--- config.mk ---
export PLATFORM = sky130hd
export DESIGN_NAME = sensor_noise_std_dev_estimator
export DESIGN_NICKNAME = d
export VERILOG_FILES = /design/src/design/snsd_pkg.sv /design/src/design/snsd_ctrl.sv /design/src/design/snsd_dpath.sv /design/src/design/sensor_noise_std_dev_estimator.sv
export SDC_FILE = /design/constraint.sdc
export NUM_CORES = 1
export LEC_CHECK = 0
export CAP_MARGIN = 30
export CORE_MARGIN = 2
export CORE_UTILIZATION = 59
export DETAILED_ROUTE_END_ITERATION = 16
export DONT_BUFFER_PORTS = 1
export GPL_TIMING_DRIVEN = 0
export PLACE_DENSITY = 0.78
export SYNTH_ARGS = -nofsm -noshare
export SYNTH_HDL_FRONTEND = slang
export SYNTH_SLANG_ARGS = --single-unit
--- constraint.sdc ---
create_clock -name clk -period 7.4 [get_ports clk]
set_input_delay 1.48 -clock clk [delete_from_list [all_inputs] [get_ports clk]]
set_output_delay 1.48 -clock clk [all_outputs]
set_load 0.02 [all_outputs]
--- src/design/snsd_pkg.sv ---
// Package for the sensor noise standard deviation estimator.
// Holds the beat types, action and register codes, reset values and the
// controller state and command types. No dependencies.
package snsd_pkg;

  localparam int SAMPLE_BITS        = 16;
  localparam int MEAN_FRAC_BITS_DEF = 16;
  localparam int SUM_BITS           = 48;
  localparam int CFG_DATA_BITS      = 14;

  localparam logic [1:0] ACT_START  = 2'd0;
  localparam logic [1:0] ACT_SAMPLE = 2'd1;
  localparam logic [1:0] ACT_TICK   = 2'd2;

  localparam logic [1:0] CFG_SAMPLE_TARGET    = 2'd0;
  localparam logic [1:0] CFG_VARIANCE_DIVISOR = 2'd1;
  localparam logic [1:0] CFG_REJECT_THRESHOLD = 2'd2;
  localparam logic [1:0] CFG_TIMEOUT_MS       = 2'd3;

  localparam logic [5:0]  TARGET_RST    = 6'd49;
  localparam logic [6:0]  DIVISOR_RST   = 7'd50;
  localparam logic [11:0] THRESHOLD_RST = 12'd125;
  localparam logic [13:0] TIMEOUT_RST   = 14'd10000;

  localparam logic [13:0] ELAPSED_MAX = 14'h3fff;
  localparam logic [14:0] STD_MAX     = 15'h7fff;
  localparam int          ONE_G       = 4096;

  typedef struct packed {
    logic [1:0]                    action;
    logic signed [SAMPLE_BITS-1:0] sample;
  } in_item_t;

  typedef struct packed {
    logic [14:0] std_dev;
    logic [5:0]  samples_used;
    logic        timed_out;
  } out_item_t;

  typedef enum logic [3:0] {
    ST_IDLE,
    ST_DIV_MEAN,
    ST_MEAN_UPD,
    ST_MUL,
    ST_SUM_UPD,
    ST_FIN_LOAD,
    ST_DIV_VAR,
    ST_SQRT_LOAD,
    ST_SQRT,
    ST_EMIT
  } state_t;

  typedef struct packed {
    logic clear;
    logic tick;
    logic sample_load;
    logic div_step;
    logic mean_upd;
    logic mul_step;
    logic sum_upd;
    logic fin_load;
    logic sqrt_load;
    logic sqrt_step;
    logic out_load;
  } ctrl_cmd_t;

  typedef struct packed {
    logic running;
    logic sample_ok;
    logic expired;
    logic target_hit;
    logic out_busy;
  } dp_status_t;

endpackage

--- src/design/snsd_ctrl.sv ---
// Sequencing state machine of the estimator.
// Depends on snsd_pkg; drives the datapath through ctrl_cmd_t commands.
module snsd_ctrl #(
  parameter int MEAN_FRAC_BITS = snsd_pkg::MEAN_FRAC_BITS_DEF
) (
  input  logic                 clk,
  input  logic                 rst,
  input  logic                 in_valid,
  output logic                 in_ready,
  input  logic [1:0]           action,
  input  snsd_pkg::dp_status_t status,
  output snsd_pkg::ctrl_cmd_t  cmd
);

  localparam int MW  = snsd_pkg::SAMPLE_BITS + MEAN_FRAC_BITS;
  localparam int AW  = MW + 1;
  localparam int VW  = snsd_pkg::SUM_BITS - MEAN_FRAC_BITS;
  localparam int DW  = (AW > VW) ? AW : VW;
  localparam int SQH = (VW + (VW % 2)) / 2;
  localparam int CW  = $clog2(DW + 1);

  localparam logic [CW-1:0] DIV_LAST  = CW'(DW - 1);
  localparam logic [CW-1:0] MUL_LAST  = CW'(AW - 1);
  localparam logic [CW-1:0] SQRT_LAST = CW'(SQH - 1);

  snsd_pkg::state_t state, state_next;
  logic [CW-1:0]    cnt;

  always_ff @(posedge clk) begin
    if (rst) begin
      state <= snsd_pkg::ST_IDLE;
      cnt   <= '0;
    end else begin
      state <= state_next;
      if (state_next != state) cnt <= '0;
      else if (cmd.div_step || cmd.mul_step || cmd.sqrt_step) cnt <= cnt + 1'b1;
    end
  end

  always_comb begin
    state_next = state;
    unique case (state)
      snsd_pkg::ST_IDLE: begin
        if (in_valid && status.running) begin
          if (action == snsd_pkg::ACT_SAMPLE && status.sample_ok)
            state_next = snsd_pkg::ST_DIV_MEAN;
          else if (action == snsd_pkg::ACT_TICK && status.expired)
            state_next = snsd_pkg::ST_FIN_LOAD;
        end
      end
      snsd_pkg::ST_DIV_MEAN:  if (cnt == DIV_LAST) state_next = snsd_pkg::ST_MEAN_UPD;
      snsd_pkg::ST_MEAN_UPD:  state_next = snsd_pkg::ST_MUL;
      snsd_pkg::ST_MUL:       if (cnt == MUL_LAST) state_next = snsd_pkg::ST_SUM_UPD;
      snsd_pkg::ST_SUM_UPD:
        state_next = status.target_hit ? snsd_pkg::ST_FIN_LOAD : snsd_pkg::ST_IDLE;
      snsd_pkg::ST_FIN_LOAD:  state_next = snsd_pkg::ST_DIV_VAR;
      snsd_pkg::ST_DIV_VAR:   if (cnt == DIV_LAST) state_next = snsd_pkg::ST_SQRT_LOAD;
      snsd_pkg::ST_SQRT_LOAD: state_next = snsd_pkg::ST_SQRT;
      snsd_pkg::ST_SQRT:      if (cnt == SQRT_LAST) state_next = snsd_pkg::ST_EMIT;
      snsd_pkg::ST_EMIT:      if (!status.out_busy) state_next = snsd_pkg::ST_IDLE;
      default:                state_next = snsd_pkg::ST_IDLE;
    endcase
  end

  always_comb begin
    cmd      = '0;
    in_ready = 1'b0;
    unique case (state)
      snsd_pkg::ST_IDLE: begin
        in_ready = 1'b1;
        if (in_valid) begin
          cmd.clear       = (action == snsd_pkg::ACT_START);
          cmd.tick        = (action == snsd_pkg::ACT_TICK) && status.running;
          cmd.sample_load = (action == snsd_pkg::ACT_SAMPLE) && status.running &&
                            status.sample_ok;
        end
      end
      snsd_pkg::ST_DIV_MEAN:  cmd.div_step  = 1'b1;
      snsd_pkg::ST_MEAN_UPD:  cmd.mean_upd  = 1'b1;
      snsd_pkg::ST_MUL:       cmd.mul_step  = 1'b1;
      snsd_pkg::ST_SUM_UPD:   cmd.sum_upd   = 1'b1;
      snsd_pkg::ST_FIN_LOAD:  cmd.fin_load  = 1'b1;
      snsd_pkg::ST_DIV_VAR:   cmd.div_step  = 1'b1;
      snsd_pkg::ST_SQRT_LOAD: cmd.sqrt_load = 1'b1;
      snsd_pkg::ST_SQRT:      cmd.sqrt_step = 1'b1;
      snsd_pkg::ST_EMIT:      cmd.out_load  = !status.out_busy;
      default:                cmd = '0;
    endcase
  end

endmodule

--- src/design/snsd_dpath.sv ---
// Datapath of the estimator: run state, configuration registers, a shared
// serial divider, a shift-add multiplier, a serial square root and the
// output register. Depends on snsd_pkg.
module snsd_dpath #(
  parameter int MEAN_FRAC_BITS = snsd_pkg::MEAN_FRAC_BITS_DEF
) (
  input  logic                  clk,
  input  logic                  rst,
  input  snsd_pkg::ctrl_cmd_t   cmd,
  output snsd_pkg::dp_status_t  status,
  input  logic                  cfg_we,
  input  logic [1:0]            cfg_index,
  input  logic [snsd_pkg::CFG_DATA_BITS-1:0] cfg_data,
  input  snsd_pkg::in_item_t    in_data,
  output logic                  out_valid,
  input  logic                  out_ready,
  output snsd_pkg::out_item_t   out_data
);

  localparam int SB  = snsd_pkg::SAMPLE_BITS;
  localparam int F   = MEAN_FRAC_BITS;
  localparam int SW  = snsd_pkg::SUM_BITS;
  localparam int MW  = SB + F;
  localparam int AW  = MW + 1;
  localparam int VW  = SW - F;
  localparam int DW  = (AW > VW) ? AW : VW;
  localparam int SQW = VW + (VW % 2);
  localparam int SQH = SQW / 2;
  localparam int XW  = SB + 2;
  localparam int PW  = 2 * AW - F;
  localparam int EW  = (PW > SW) ? PW : SW;
  localparam logic [EW:0] SUM_MAX = {{(EW + 1 - SW){1'b0}}, {SW{1'b1}}};
  localparam logic signed [XW-1:0] ONE_G_S = XW'(snsd_pkg::ONE_G);

  // Configuration registers.
  logic [5:0]  sample_target;
  logic [6:0]  variance_divisor;
  logic [11:0] reject_threshold;
  logic [13:0] timeout_ms;

  // Run state.
  logic                 running;
  logic [5:0]           accepted_count;
  logic signed [MW-1:0] running_mean;
  logic [SW-1:0]        squared_dev_sum;
  logic [13:0]          elapsed_ms;
  logic                 timed;

  // Working registers.
  logic signed [MW-1:0] xs;
  logic [AW-1:0]        dmag;
  logic                 dneg;
  logic [DW-1:0]        quo;
  logic [6:0]           rem;
  logic [6:0]           den;
  logic [2*AW-1:0]      prod;
  logic [SQW-1:0]       sq_v;
  logic [SQH+1:0]       sq_rem;
  logic [SQH-1:0]       root;

  // Sample acceptance window.
  logic signed [XW-1:0] x_ext, dist_s;
  logic [XW-1:0]        dist_mag;
  always_comb begin
    x_ext    = XW'(in_data.sample);
    dist_s   = ONE_G_S - x_ext;
    dist_mag = dist_s[XW-1] ? XW'(-dist_s) : XW'(dist_s);
  end

  logic [14:0] elapsed_inc;
  logic [5:0]  count_inc;
  logic [5:0]  target_eff;
  assign elapsed_inc = {1'b0, elapsed_ms} + 15'd1;
  assign count_inc   = accepted_count + 6'd1;
  assign target_eff  = (sample_target == '0) ? 6'd1 : sample_target;

  assign status.running    = running;
  assign status.sample_ok  = dist_mag <= XW'(reject_threshold);
  assign status.expired    = elapsed_inc > {1'b0, timeout_ms};
  assign status.target_hit = accepted_count >= target_eff;
  assign status.out_busy   = out_valid && !out_ready;

  // Deviation of the new sample from the current mean.
  logic signed [MW-1:0] xs_in;
  logic signed [AW-1:0] d_old;
  assign xs_in = {in_data.sample, {F{1'b0}}};
  assign d_old = AW'(xs_in) - AW'(running_mean);

  // Divider step, restoring, one quotient bit per cycle.
  logic [7:0] rem_sh;
  logic       q_bit;
  assign rem_sh = {rem, quo[DW-1]};
  assign q_bit  = rem_sh >= {1'b0, den};

  // Mean update and new deviation.
  logic [AW-1:0]        q_mag;
  logic [AW-1:0]        q_s;
  logic signed [MW-1:0] mean_next;
  logic signed [AW-1:0] d_new;
  always_comb begin
    q_mag     = quo[AW-1:0];
    q_s       = dneg ? (~q_mag + 1'b1) : q_mag;
    mean_next = running_mean + $signed(q_s[MW-1:0]);
    d_new     = AW'(xs) - AW'(mean_next);
  end

  // Multiplier step: add the multiplicand into the upper half, shift right.
  logic [AW:0] mul_sum;
  assign mul_sum = {1'b0, prod[2*AW-1:AW]} + (prod[0] ? {1'b0, dmag} : '0);

  // Sum accumulation with saturation.
  logic [EW:0] sum_tot_w;
  assign sum_tot_w = (EW + 1)'(prod[2*AW-1:F]) + (EW + 1)'(squared_dev_sum);

  // Square root step, two operand bits per cycle.
  logic [SQH+3:0] sq_sh;
  logic [SQH+3:0] sq_trial;
  logic           sq_ok;
  assign sq_sh    = {sq_rem, sq_v[SQW-1:SQW-2]};
  assign sq_trial = {2'b00, root, 2'b01};
  assign sq_ok    = sq_sh >= sq_trial;

  always_ff @(posedge clk) begin
    if (rst) begin
      sample_target    <= snsd_pkg::TARGET_RST;
      variance_divisor <= snsd_pkg::DIVISOR_RST;
      reject_threshold <= snsd_pkg::THRESHOLD_RST;
      timeout_ms       <= snsd_pkg::TIMEOUT_RST;
      running          <= 1'b0;
      accepted_count   <= '0;
      running_mean     <= '0;
      squared_dev_sum  <= '0;
      elapsed_ms       <= '0;
      timed            <= 1'b0;
      out_valid        <= 1'b0;
    end else begin
      if (cfg_we) begin
        case (cfg_index)
          snsd_pkg::CFG_SAMPLE_TARGET:    sample_target    <= cfg_data[5:0];
          snsd_pkg::CFG_VARIANCE_DIVISOR: variance_divisor <= cfg_data[6:0];
          snsd_pkg::CFG_REJECT_THRESHOLD: reject_threshold <= cfg_data[11:0];
          snsd_pkg::CFG_TIMEOUT_MS:       timeout_ms       <= cfg_data[13:0];
          default: ;
        endcase
      end
      if (cmd.clear) begin
        running         <= 1'b1;
        accepted_count  <= '0;
        running_mean    <= '0;
        squared_dev_sum <= '0;
        elapsed_ms      <= '0;
        timed           <= 1'b0;
      end
      if (cmd.tick) begin
        elapsed_ms <= elapsed_inc[14] ? snsd_pkg::ELAPSED_MAX : elapsed_inc[13:0];
        timed      <= status.expired;
      end
      if (cmd.sample_load) begin
        accepted_count <= count_inc;
        timed          <= 1'b0;
      end
      if (cmd.mean_upd) running_mean <= mean_next;
      if (cmd.sum_upd) begin
        if (sum_tot_w > SUM_MAX) squared_dev_sum <= {SW{1'b1}};
        else squared_dev_sum <= sum_tot_w[SW-1:0];
      end
      if (cmd.fin_load) running <= 1'b0;
      if (cmd.out_load) out_valid <= 1'b1;
      else if (out_ready) out_valid <= 1'b0;
    end
  end

  always_ff @(posedge clk) begin
    if (cmd.sample_load) begin
      xs   <= xs_in;
      dneg <= d_old[AW-1];
      dmag <= d_old[AW-1] ? AW'(-d_old) : AW'(d_old);
      quo  <= DW'(d_old[AW-1] ? AW'(-d_old) : AW'(d_old));
      rem  <= '0;
      den  <= (count_inc == '0) ? 7'd64 : {1'b0, count_inc};
    end
    if (cmd.fin_load) begin
      quo <= DW'(squared_dev_sum[SW-1:F]);
      rem <= '0;
      den <= (variance_divisor == '0) ? 7'd1 : variance_divisor;
    end
    if (cmd.div_step) begin
      quo <= {quo[DW-2:0], q_bit};
      rem <= q_bit ? 7'(rem_sh - {1'b0, den}) : rem_sh[6:0];
    end
    if (cmd.mean_upd) begin
      // The old magnitude stays in dmag as the multiplicand.
      prod <= {{AW{1'b0}}, (d_new[AW-1] ? AW'(-d_new) : AW'(d_new))};
    end
    if (cmd.mul_step) prod <= {mul_sum, prod[AW-1:1]};
    if (cmd.sqrt_load) begin
      sq_v   <= SQW'(quo[VW-1:0]);
      sq_rem <= '0;
      root   <= '0;
    end
    if (cmd.sqrt_step) begin
      sq_v   <= {sq_v[SQW-3:0], 2'b00};
      sq_rem <= sq_ok ? (SQH + 2)'(sq_sh - sq_trial) : (SQH + 2)'(sq_sh);
      root   <= {root[SQH-2:0], sq_ok};
    end
    if (cmd.out_load) begin
      out_data.std_dev      <= (SQH > 15 && root > SQH'(snsd_pkg::STD_MAX)) ?
                               snsd_pkg::STD_MAX : 15'(root);
      out_data.samples_used <= accepted_count;
      out_data.timed_out    <= timed;
    end
  end

endmodule

--- src/design/sensor_noise_std_dev_estimator.sv ---
// Usage notes for the sensor noise standard deviation estimator.
// Input channel in_valid/in_ready/in_data carries one action per beat:
// start a run, a Q3.12 g sample, or a one millisecond tick.
// Output channel out_valid/out_ready/out_data carries one beat per finished
// run: std_dev in Q12 g, samples used and a timeout flag.
// Configuration is a plain write port (cfg_we, cfg_index, cfg_data); the user must
// write it only while the block is idle, and the block itself does not enforce this.
// Start beats, rejected samples and ticks that leave the run open are handled
// in the idle state. An accepted sample passes the states DIV_MEAN (serial
// divider), MEAN_UPD, MUL (shift-add multiplier) and SUM_UPD, and in_ready
// stays low until it is done.
// A run that ends then passes FIN_LOAD, DIV_VAR (divider), SQRT_LOAD and SQRT
// (square root) before the result beat is written in EMIT.
// The result sits in an output register; while the receiver stalls the
// block keeps taking beats until it has a new result to write.
// Reset restores the register defaults and leaves no run open.
module sensor_noise_std_dev_estimator #(
  parameter int MEAN_FRAC_BITS = snsd_pkg::MEAN_FRAC_BITS_DEF
) (
  input  logic                clk,
  input  logic                rst,
  input  logic                in_valid,
  output logic                in_ready,
  input  snsd_pkg::in_item_t  in_data,
  output logic                out_valid,
  input  logic                out_ready,
  output snsd_pkg::out_item_t out_data,
  input  logic                cfg_we,
  input  logic [1:0]          cfg_index,
  input  logic [snsd_pkg::CFG_DATA_BITS-1:0] cfg_data
);

  snsd_pkg::ctrl_cmd_t  cmd;
  snsd_pkg::dp_status_t status;

  snsd_ctrl #(.MEAN_FRAC_BITS(MEAN_FRAC_BITS)) u_ctrl (
    .clk      (clk),
    .rst      (rst),
    .in_valid (in_valid),
    .in_ready (in_ready),
    .action   (in_data.action),
    .status   (status),
    .cmd      (cmd)
  );

  snsd_dpath #(.MEAN_FRAC_BITS(MEAN_FRAC_BITS)) u_dpath (
    .clk       (clk),
    .rst       (rst),
    .cmd       (cmd),
    .status    (status),
    .cfg_we    (cfg_we),
    .cfg_index (cfg_index),
    .cfg_data  (cfg_data),
    .in_data   (in_data),
    .out_valid (out_valid),
    .out_ready (out_ready),
    .out_data  (out_data)
  );

endmodule

---- After elaboration in Yosys (flattened, before gate mapping) ----
Index checks and enable logic that the tools add are counted.
cells by class
  equal/unequal tests ..................... 17
  mux-type cells .......................... 61
  add/subtract/negate cells ............... 15
  reduce and logical (&&, ||, !) cells .... 34
  magnitude comparators ................... 7
  bitwise operators ....................... 1
operators by type and width
  cell                                                                                number
  33-bit 2-to-1 mux                                                                   6
  32-bit 2-to-1 mux                                                                   5
  48-bit 2-to-1 mux                                                                   3
  66-bit 2-to-1 mux                                                                   2
  18-bit 2-to-1 mux                                                                   4
  33-bit negator                                                                      2
  32-bit by 32-bit subtractor with 33-bit output                                      2
  7-bit 2-to-1 mux                                                                    8
  50-bit by 48-bit adder with 51-bit output                                           1
  51-bit by 48-bit greater-than comparator with 1-bit output (second input constant)  1
  14-bit 2-to-1 mux                                                                   3
  4-bit one-hot mux with 10 select lines                                              1
  33-bit by 34-bit adder with 34-bit output                                           1
  32-bit by 1-bit adder with 32-bit output (second input constant)                    1
  32-bit adder                                                                        1
  16-bit 2-to-1 mux                                                                   2
  4-bit 2-to-1 mux                                                                    8
  32-bit NOT                                                                          1
  20-bit by 18-bit greater-or-equal comparator with 1-bit output                      1
  18-bit by 12-bit <= comparator with 1-bit output                                    1
  6-bit 2-to-1 mux                                                                    3
  18-bit negator                                                                      1
  18-bit subtractor                                                                   1
  14-bit by 16-bit subtractor with 17-bit output (first input constant)               1
  29 further kinds                                                                    75
storage, ports and cells
  logic and storage cells ................. 162
  output and inout bits ................... 24
  bits in registers ....................... 403

---- Longest topological paths before layout ----
Gate-level depths: netlist (run 1).
  depth after elaboration ................. 10
  mapped depth ............................ 34
  gate-level depth less buffers ........... 31

---- Hierarchy ----
From an unflattened synthesis (run 1), not the netlist that was laid out.
second synthesis, totals
  cells, all modules ...................... 3395
  area total of the unflattened synthesis .. 29856.1 sq um
modules (own cells, without submodules)
  module      area an instance (sq um)  seq. area each (sq um)  instances  cells each
  snsd_dpath  28914.0                   10359.9                 1          3275
  snsd_ctrl   942.2                     200.2                   1          120

---- Least setup slack after synthesis (run 1) ----
Ideal clock, no wire load.
  path type ............................... reg-to-reg
  from .................................... reg u_ctrl.state[1]
  to ...................................... reg u_ctrl.cnt[5]
  clock period less this slack ............ 7122 ps
  data arrival time ....................... 7037 ps
  stages on the path, launching flop included .. 9
  setup slack ............................. 278 ps
  path through ............................ dfxtp_1 clkinv_1 nor3_1 nand2_1 nand3_1 and3_1 nand4_1 xor2_1 a211oi_1
between the ends
  word-level cells in the longest chain between the ends .. 6
RTL lines
  item                                    RTL line         RTL
  from (decl)                             snsd_ctrl.sv:26  snsd_pkg::state_t state, state_next;
  from (signal assigned)                  snsd_ctrl.sv:31  state <= snsd_pkg::ST_IDLE;
  from (signal assigned)                  snsd_ctrl.sv:34  state <= state_next;
  4-bit 2-to-1 mux                        snsd_ctrl.sv:47  else if (action == snsd_pkg::ACT_TICK && status.expired)
  4-bit 2-to-1 mux                        snsd_ctrl.sv:45  if (action == snsd_pkg::ACT_SAMPLE && status.sample_ok)
  4-bit 2-to-1 mux                        snsd_ctrl.sv:44  if (in_valid && status.running) begin
  4-bit one-hot mux with 10 select lines  snsd_ctrl.sv:42  unique case (state)
  4-bit inequality test                   snsd_ctrl.sv:35  if (state_next != state) cnt <= '0;
  2-bit OR reduction (no source line)     --
  to (signal assigned)                    snsd_ctrl.sv:36  else if (cmd.div_step || cmd.mul_step || cmd.sqrt_step) cnt <= cnt + 1'b1;
  to (decl)                               snsd_ctrl.sv:27  logic [CW-1:0] cnt;
Several ways; a longest one is shown, not always the timed one.
A chain may end at the register's enable or synchronous reset.

---- Final worst setup path (run 1) ----
  from .................................... reg u_dpath.quo[2] (netlist: u_dpath.q_mag[2])
  to ...................................... reg u_dpath.prod[29], data pin
between the ends
  word-level cells in the longest chain between the ends .. 9
RTL lines
  item                                                RTL line           RTL
  from (decl)                                         snsd_dpath.sv:53   logic [DW-1:0] quo;
  from (signal assigned)                              snsd_dpath.sv:178  quo <= DW'(d_old[AW-1] ? AW'(-d_old) : AW'(d_old));
  from (signal assigned)                              snsd_dpath.sv:183  quo <= DW'(squared_dev_sum[SW-1:F]);
  from (signal assigned)                              snsd_dpath.sv:188  quo <= {quo[DW-2:0], q_bit};
  32-bit NOT                                          snsd_dpath.sv:102  q_s = dneg ? (~q_mag + 1'b1) : q_mag;
  32-bit by 1-bit adder with 32-bit output            snsd_dpath.sv:102
  32-bit 2-to-1 mux (*)                               snsd_dpath.sv:102
  32-bit adder (*)                                    snsd_dpath.sv:103  mean_next = running_mean + $signed(q_s[MW-1:0]);
  32-bit by 32-bit subtractor with 33-bit output (*)  snsd_dpath.sv:104  d_new = AW'(xs) - AW'(mean_next);
  33-bit negator                                      snsd_dpath.sv:193  prod <= {{AW{1'b0}}, (d_new[AW-1] ? AW'(-d_new) : AW'(d_new))};
  33-bit 2-to-1 mux (*)                               snsd_dpath.sv:193
  66-bit 2-to-1 mux (*)                               snsd_dpath.sv:191  if (cmd.mean_upd) begin
  66-bit 2-to-1 mux (*)                               snsd_dpath.sv:195  if (cmd.mul_step) prod <= {mul_sum, prod[AW-1:1]};
  to (signal assigned)                                snsd_dpath.sv:193
  to (signal assigned)                                snsd_dpath.sv:195
  to (decl)                                           snsd_dpath.sv:56   logic [2*AW-1:0] prod;
Mark *: on every way between the ends. The rest lies on a longest branch, timed or not. The select of a mux whose other input is x is not followed.

==> reports/results.tsv, run 1 <==
stage	metric	value	unit
outcome	status	completed	
sta	fmax	139	MHz
clock_network	cts_tree	yes	
routing	vias	26800	
sta	slew_headroom	24.4	%
worst_hold_path	min_path_type	reg2reg	
die	start_util	59.4	%
pwr	p_leak	12.8	nW
die	fp.dieW	228	um
worst_setup_path	critical_path.max_fanout	8	
routing	ant_nets	0	
placement	place_inst	4070	
pwr	p_per_area	154	nW/um^2
global_route	grt_start_max_net_pins	37	
routing	wl_per_cell	21.1	um
routing	drt_iter0_markers	2704	
clock_network	hold_buffers	0	
global_route	antenna_found_initial	4	
clock_network	htreeDepth	2	
sta	finalCritPeriodShare	96.9	%
worst_setup_path	crit_type	reg2reg	
placement	routabilityCongestion	0.961	
worst_setup_path	critPathLaunchType	flop	
job	max-cap-violations	0	
sta	fin_crit	7170	ps
worst_setup_path	crit_family	simple AND/OR/NAND/NOR gates	
global_route	grt_pass1_vias	25500	
logic_synthesis	syn_area	29600	sq um
die	core.rowCount	82	
routing	wirelength	88100	um
finish	drive_gt1_share	8.12	%
clock_network	cts_root_buffer	clkbuf_16	
logic_synthesis	synth_xor_area_share	8.35	%
die	io_pins	63	
sta	tightest_slew	1130	ps
logic_synthesis	synth_seq_area_share	35.6	%
clock_network	cts_buffers	46	
worst_setup_path	cp_slowest_stage_delay	590	ps
pwr	total_power	0.00503	W
die	core	49900	sq um
logic_synthesis	synthDistinctLibCells	106	
sta	setup_violations	0	
routing	drc_errors	0	
finish	nets	3718	
placement	dp_slack	-1310	ps
worst_setup_path	worst-path-buf-inv	1	
routing	vias_per_cell	6.42	
logic_synthesis	synth_top_family_by_area	compound AO/OA/AOI/OAI gates	
worst_setup_path	cp_data_arrival_time	7510	ps
logic_synthesis	synth-simple-area-share	19.8	%
worst_setup_path	required	7740	ps
pwr	peakVddDrop	0.000154	V
finish	final_cells	4172	
logic_synthesis	synth-compound-area-share	21.6	%
clock_network	clk_pin_slew	60	ps
clock_network	insertion_delay	600	ps
logic_synthesis	synthArstFlopShare	0	%
sta	rsz0062_at_grt	true	
global_route	globalRouteOverflowTotal	0	
placement	hpwl	68000	um
worst_setup_path	crit_slowest_cell	or4_4	
sta	hold_viol_final	0	
logic_synthesis	avgSynthCellArea	8.76	sq um
global_route	grt_util_all_layers	33.1	%
finish	areaGrowthSynthToFinish	10.7	%
clock_network	cts_sinks	403	
routing	drt_first_pass_iters	6	
logic_synthesis	ys.flop_type	edfxtp_1	
die	dieArea	52000	sq um
logic_synthesis	synth-edff-count	249	
sta	setup_ws	228	ps
sta	maxSlewViolCount	0	
logic_synthesis	synth-seq-cells	403	
placement	port_buffers	0	
worst_setup_path	end_kind	flop	
sta	skew	20.7	ps
logic_synthesis	yosys_warnings	0	
worst_setup_path	cp_common_cell	a21o_1	
logic_synthesis	synthAdderAreaFrac	9.38	%
logic_synthesis	synthMuxAreaShare	1.38	%
logic_synthesis	synthCells	3382	
global_route	grt_pass1_wl	138000	um
sta	fin_setup_tns	0	ps
logic_synthesis	synth_nets	3640	
die	die_h	228	um
clock_network	clockBufferDepth	3	
-- timing repair --
| action | in CTS | in global routing |
|---|---|---|
| cloned | 0 | 0 |
| endpoints found under the setup margin | 32 | 61 |
| buffers inserted | 10 | 13 |
| resized for setup | 27 | 68 |
| pin swaps | 9 | 26 |
-- layout make-up --
type,count,area (sq um)
multi-input combinational,2686,18300
fill,4157,17100
sequential,403,10600
clock buffer,57,1230
tap,672,841
buffer,142,586
inverter,142,533
timing repair buffer,39,364
clock inverter,29,325
antenna,2,5.00
-- tightest hold or removal path: stages (launching register included) --
cell     delay [ps]
dfxtp_1         310
nand2_1          50
a21oi_1          50
-- state kept, by name, summed over array words and instances, names as in the netlist, 12 cells and up --
signal                    cells
u_dpath.timeout_ms           14
u_dpath.prod                 66
u_dpath.q_mag                33
u_dpath.out_data             22
u_dpath.reject_threshold     12
u_dpath.root                 16
u_dpath.sq_rem               18
u_dpath.xs                   16
u_dpath.dmag                 33
u_dpath.squared_dev_sum      48
u_dpath.running_mean         32
u_dpath.elapsed_ms           14
u_dpath.sq_v                 32
-- layout by cell type, fill, tap and decap left out, types with 35 or more instances in the layout --
master     count
dfxtp_1      154
nand3_1       88
clkbuf_16     47
o21ai_0      179
nand2_1      340
inv_1        138
nand4_1       36
and3_1        51
and2_1        53
a31oi_1       39
a22o_1        35
nand2b_1      39
nor2_1       304
a221oi_1      50
a21oi_1      240
nor3_1        81
xnor2_1      180
ha_1         207
nor2b_1       42
clkbuf_1     121
edfxtp_1     249
a21o_1        98
xor2_1        83
-- logic make-up after synthesis --
group / count (synthesis)
buffers and inverters: 293
and+or+nand+nor: 1188
AOI/OAI and AO/OA: 959
muxes: 40
xor gates and xnor gates: 279
adders and majority gates: 220
DFF: 403
-- synthesized netlist by cell type (8+ instances only) --
library cell,instances,area share (%)
and3_1,51,1.1
o41ai_1,9,0.27
o31ai_1,31,0.79
nor2_1,305,3.9
xnor2_1,186,5.5
a31oi_1,40,0.84
o21ai_0,190,3.2
inv_1,140,1.8
a21o_1,98,2.5
edfxtp_1,249,25
a211o_1,10,0.30
a22oi_1,12,0.30
a31o_2,12,0.35
dfxtp_1,154,10
a21oi_1,252,4.3
nand3_1,88,1.5
or4_1,15,0.38
xor2_1,89,2.6
nor2b_1,43,0.91
and4_1,12,0.35
clkbuf_1,125,1.6
buf_2,8,0.14
a22o_1,35,1.0
o21ai_1,18,0.30
nor3_1,84,1.4
buf_1,13,0.16
ha_1,215,9.1
a211oi_1,18,0.46
or2_2,23,0.49
nand2_1,343,4.3
o21bai_1,26,0.66
o21a_1,29,0.73
o211ai_1,31,0.79
and2_1,53,1.1
mux2i_1,34,1.1
nor4_1,17,0.36
or3_1,24,0.51
nand4_1,36,0.76
nand2b_1,40,0.84
a221oi_1,50,1.5
-- stage by stage --
step / area (sq um) / hold WS, ps / util (%)
4_1_cts: 32400 / 452 / 65.1
5_1_grt: 32800 / 459 / 65.8
6_report: 32800 / 454 / 65.8
2_1_floorplan: 29600 / 408 / -
3_3_place_gp: 30500 / 446 / 61.1
3_5_place_dp: 30700 / 435 / 61.5
-- per-layer routing --
metal / track usage, % / up-vias / wire length [um]
li1: - / 12600 / -
met1: 44.8 / 12800 / 37000
met2: 52.8 / 1217 / 39600
met3: 5.61 / 216 / 7860
met4: 13.2 / 4 / 3610
met5: 0 / - / 21
-- where the power goes --
part	switching, W	internal (W)
Combinational	0.000158	0.0000917
Clock	0.000998	0.00140
Sequential	0.00000554	0.00238
Total	0.00116	0.00387
-- worst paths after layout --
kind	start	slack, ps	to	cells after the start
worst min register to register	u_dpath.timeout_ms[3]	450	u_dpath.timeout_ms[3]	2
worst min-delay path	u_dpath.timeout_ms[3]	450	u_dpath.timeout_ms[3]	2
worst max-delay path	u_dpath.q_mag[2]	230	u_dpath.prod[29]	26
worst max register to register	u_dpath.q_mag[2]	230	u_dpath.prod[29]	26
Note: power is estimated with default switching activity, not from simulation.
==> run 2, diff against run 1 <==
--- a/config.mk
+++ b/config.mk
@@ -6,6 +6,7 @@
 export NUM_CORES = 1
 export LEC_CHECK = 0
 export CAP_MARGIN = 30
+export CORE_ASPECT_RATIO = 1.2
 export CORE_MARGIN = 2
 export CORE_UTILIZATION = 59
 export DETAILED_ROUTE_END_ITERATION = 16
==> run 2 against run 1 <==
Die area barely moved. Non-clock buffer count increased by 3. Power fell by 1.2%. Fmax shrank 1.3%. Core utilization is 0.21 points higher. Register-to-register slack lost 90 ps. Critical path type unchanged. Highest routed layer is now met4.
==> reports/results.tsv, run 2 (synthesis gave the netlist of run 1 again) <==
stage	metric	value	unit
outcome	status	completed	
die	io_pins	63	
worst_setup_path	cp_slowest_stage_delay	600	ps
sta	hold_slack	457	ps
finish	final_common_cell	nand2_1	
sta	slew_headroom	33.7	%
clock_network	cts_sinks	403	
worst_setup_path	required	7730	ps
worst_setup_path	end_kind	flop	
pwr	seqPwrFrac	47.9	%
clock_network	cts_buffers	43	
clock_network	htreeDepth	2	
worst_setup_path	crit_type	reg2reg	
finish	largest_reg_flops	66	
pwr	p_leak	12.7	nW
clock_network	cts_root_buffer	clkbuf_16	
clock_network	cts_tree	yes	
routing	wl_per_cell	21.1	um
finish	mostFrequentLayoutCells	339 x nand2_1, 305 x nor2_1, 249 x edfxtp_1	
sta	setup_ws	137	ps
routing	ant_nets	0	
routing	vias	26700	
pwr	swShare	22.8	%
sta	setup_violations	0	
worst_setup_path	crit_family	simple AND/OR/NAND/NOR gates	
sta	maxSlewViolCount	0	
clock_network	insertion_delay	610	ps
die	fp.dieW	209	um
finish	areaGrowthSynthToFinish	10.1	%
worst_setup_path	crit_slowest_cell	or4_4	
routing	drt_iter0_markers	2481	
pwr	pwr-share-comb	5.0	%
global_route	grt_pass1_vias	25500	
die	die_h	250	um
die	dieArea	52000	sq um
worst_setup_path	cp_common_cell	or4_4	
sta	skew	26.8	ps
placement	place_inst	4034	
global_route	antenna_found_initial	0	
clock_network	clk_pin_slew	60	ps
die	core.rowCount	89	
pwr	p_per_area	152	nW/um^2
finish	final_cells	4133	
finish	fin_util	66.0	%
sta	finalCritPeriodShare	98.1	%
routing	vias_per_cell	6.45	
global_route	grt_start_max_net_pins	44	
placement	hpwl	67600	um
global_route	globalRouteOverflowTotal	0	
worst_setup_path	critical_path.max_fanout	6	
sta	rsz0062_at_grt	true	
worst_hold_path	min_path_type	reg2reg	
job	max-cap-violations	0	
worst_setup_path	worst-path-buf-inv	2	
pwr	peakVddDrop	0.000195	V
clock_network	clockBufferDepth	3	
finish	nets	3718	
placement	routabilityCongestion	0.956	
sta	hold_viol_final	0	
global_route	grt_util_all_layers	32.8	%
finish	nFillCells	3946	
placement	dp_slack	-1310	ps
finish	largest-register	u_dpath.prod	
sta	fmax	138	MHz
routing	drt_first_pass_iters	6	
die	core	49400	sq um
routing	wirelength	87300	um
finish	drive_gt1_share	7.70	%
die	start_util	59.9	%
placement	port_buffers	0	
sta	fin_crit	7260	ps
global_route	grt_pass1_wl	136000	um
finish	top_regs	u_dpath.prod x66, u_dpath.squared_dev_sum x48	
pwr	p_int	0.00384	W
sta	tightest_slew	995	ps
routing	drc_errors	0	
worst_setup_path	cp_data_arrival_time	7590	ps
pwr	netSwitchingPower	0.00113	W
pwr	p_clk_share	47.0	%
worst_setup_path	critPathLaunchType	flop	
-- run 2: cell types whose count changed in the layout (fill, tap and decap cells not counted), moves of 3 or more --
| cell | before | now |
|---|---|---|
| clkinvlp_4 | 6 | 1 |
| o21ai_0 | 179 | 183 |
| a21oi_1 | 240 | 243 |
| clkbuf_16 | 47 | 44 |
| clkinv_1 | 9 | 6 |
| o21ai_1 | 27 | 24 |
-- run 2: final timing paths --
kind                               from                    end  slack, ps  cells after the start
hold / removal    u_dpath.timeout_ms[6]  u_dpath.timeout_ms[6]        460                      2
setup / recovery       u_dpath.q_mag[4]       u_dpath.prod[31]        140                     31
setup reg to reg       u_dpath.q_mag[4]       u_dpath.prod[31]        140                     31
hold reg to reg   u_dpath.timeout_ms[6]  u_dpath.timeout_ms[6]        460                      2
-- run 2: power groups by stage --
stage / clock [W] / sequential (W) / combinational (W)
2_1_floorplan: 0 / 0.00243 / 0.000181
6_report: 0.00234 / 0.00238 / 0.000250
3_3_place_gp: 0 / 0.00243 / 0.000233
4_1_cts: 0.00236 / 0.00238 / 0.000244
3_5_place_dp: 0 / 0.00243 / 0.000242
5_1_grt: 0.00244 / 0.00238 / 0.000277
-- run 2: area by class of cell --
type	instances	area (sq um)	area share, %
antenna	1	2.50	0.00767
buffer	141	568	1.74
clock inverter	24	355	1.09
inverter	142	533	1.63
timing repair buffer	43	389	1.19
tap	637	797	2.44
clock buffer	56	1160	3.56
sequential	403	10600	32.4
multi-input combinational	2686	18300	56.0
-- run 2: timing repair --
action,4_1_cts,5_1_grt
hold buffers,0,0
gates resized for setup,27,41
endpoints found under the setup margin,32,72
pin swaps,9,16
setup buffers,20,6
gates cloned,0,0
-- run 2: stage by stage --
| step | cell area, sq um | TNS, ps | total power (W) |
|---|---|---|---|
| final | 32600 | 0 | 0.00497 |
| after floorplan | 29600 | 0 | 0.00261 |
| after CTS | 32400 | 0 | 0.00499 |
| after global placement | 30400 | -370100 | 0.00267 |
| after detailed placement | 30600 | -38540 | 0.00268 |
| after global routing | 32600 | -386 | 0.00511 |
-- run 2: routing by layer --
layer	share of wire (%)	wire (um)	vias up	GRT usage, %
li1	-	-	12600	-
met1	41	35600	12800	42.2
met2	47	41400	1108	55.2
met3	7.4	6480	184	4.13
met4	4.4	3810	0	14.7
met5	0	0	-	0
-- run 2: worst reg2reg max path: cells and delay by family, from the launching register on --
kind            cells  cell delay, ps
simple gates       15            3450
compound gates     10            1700
fa+ha+maj           2             600
xor+xnor            2             540
flops               1             450
buf+inv             2             260
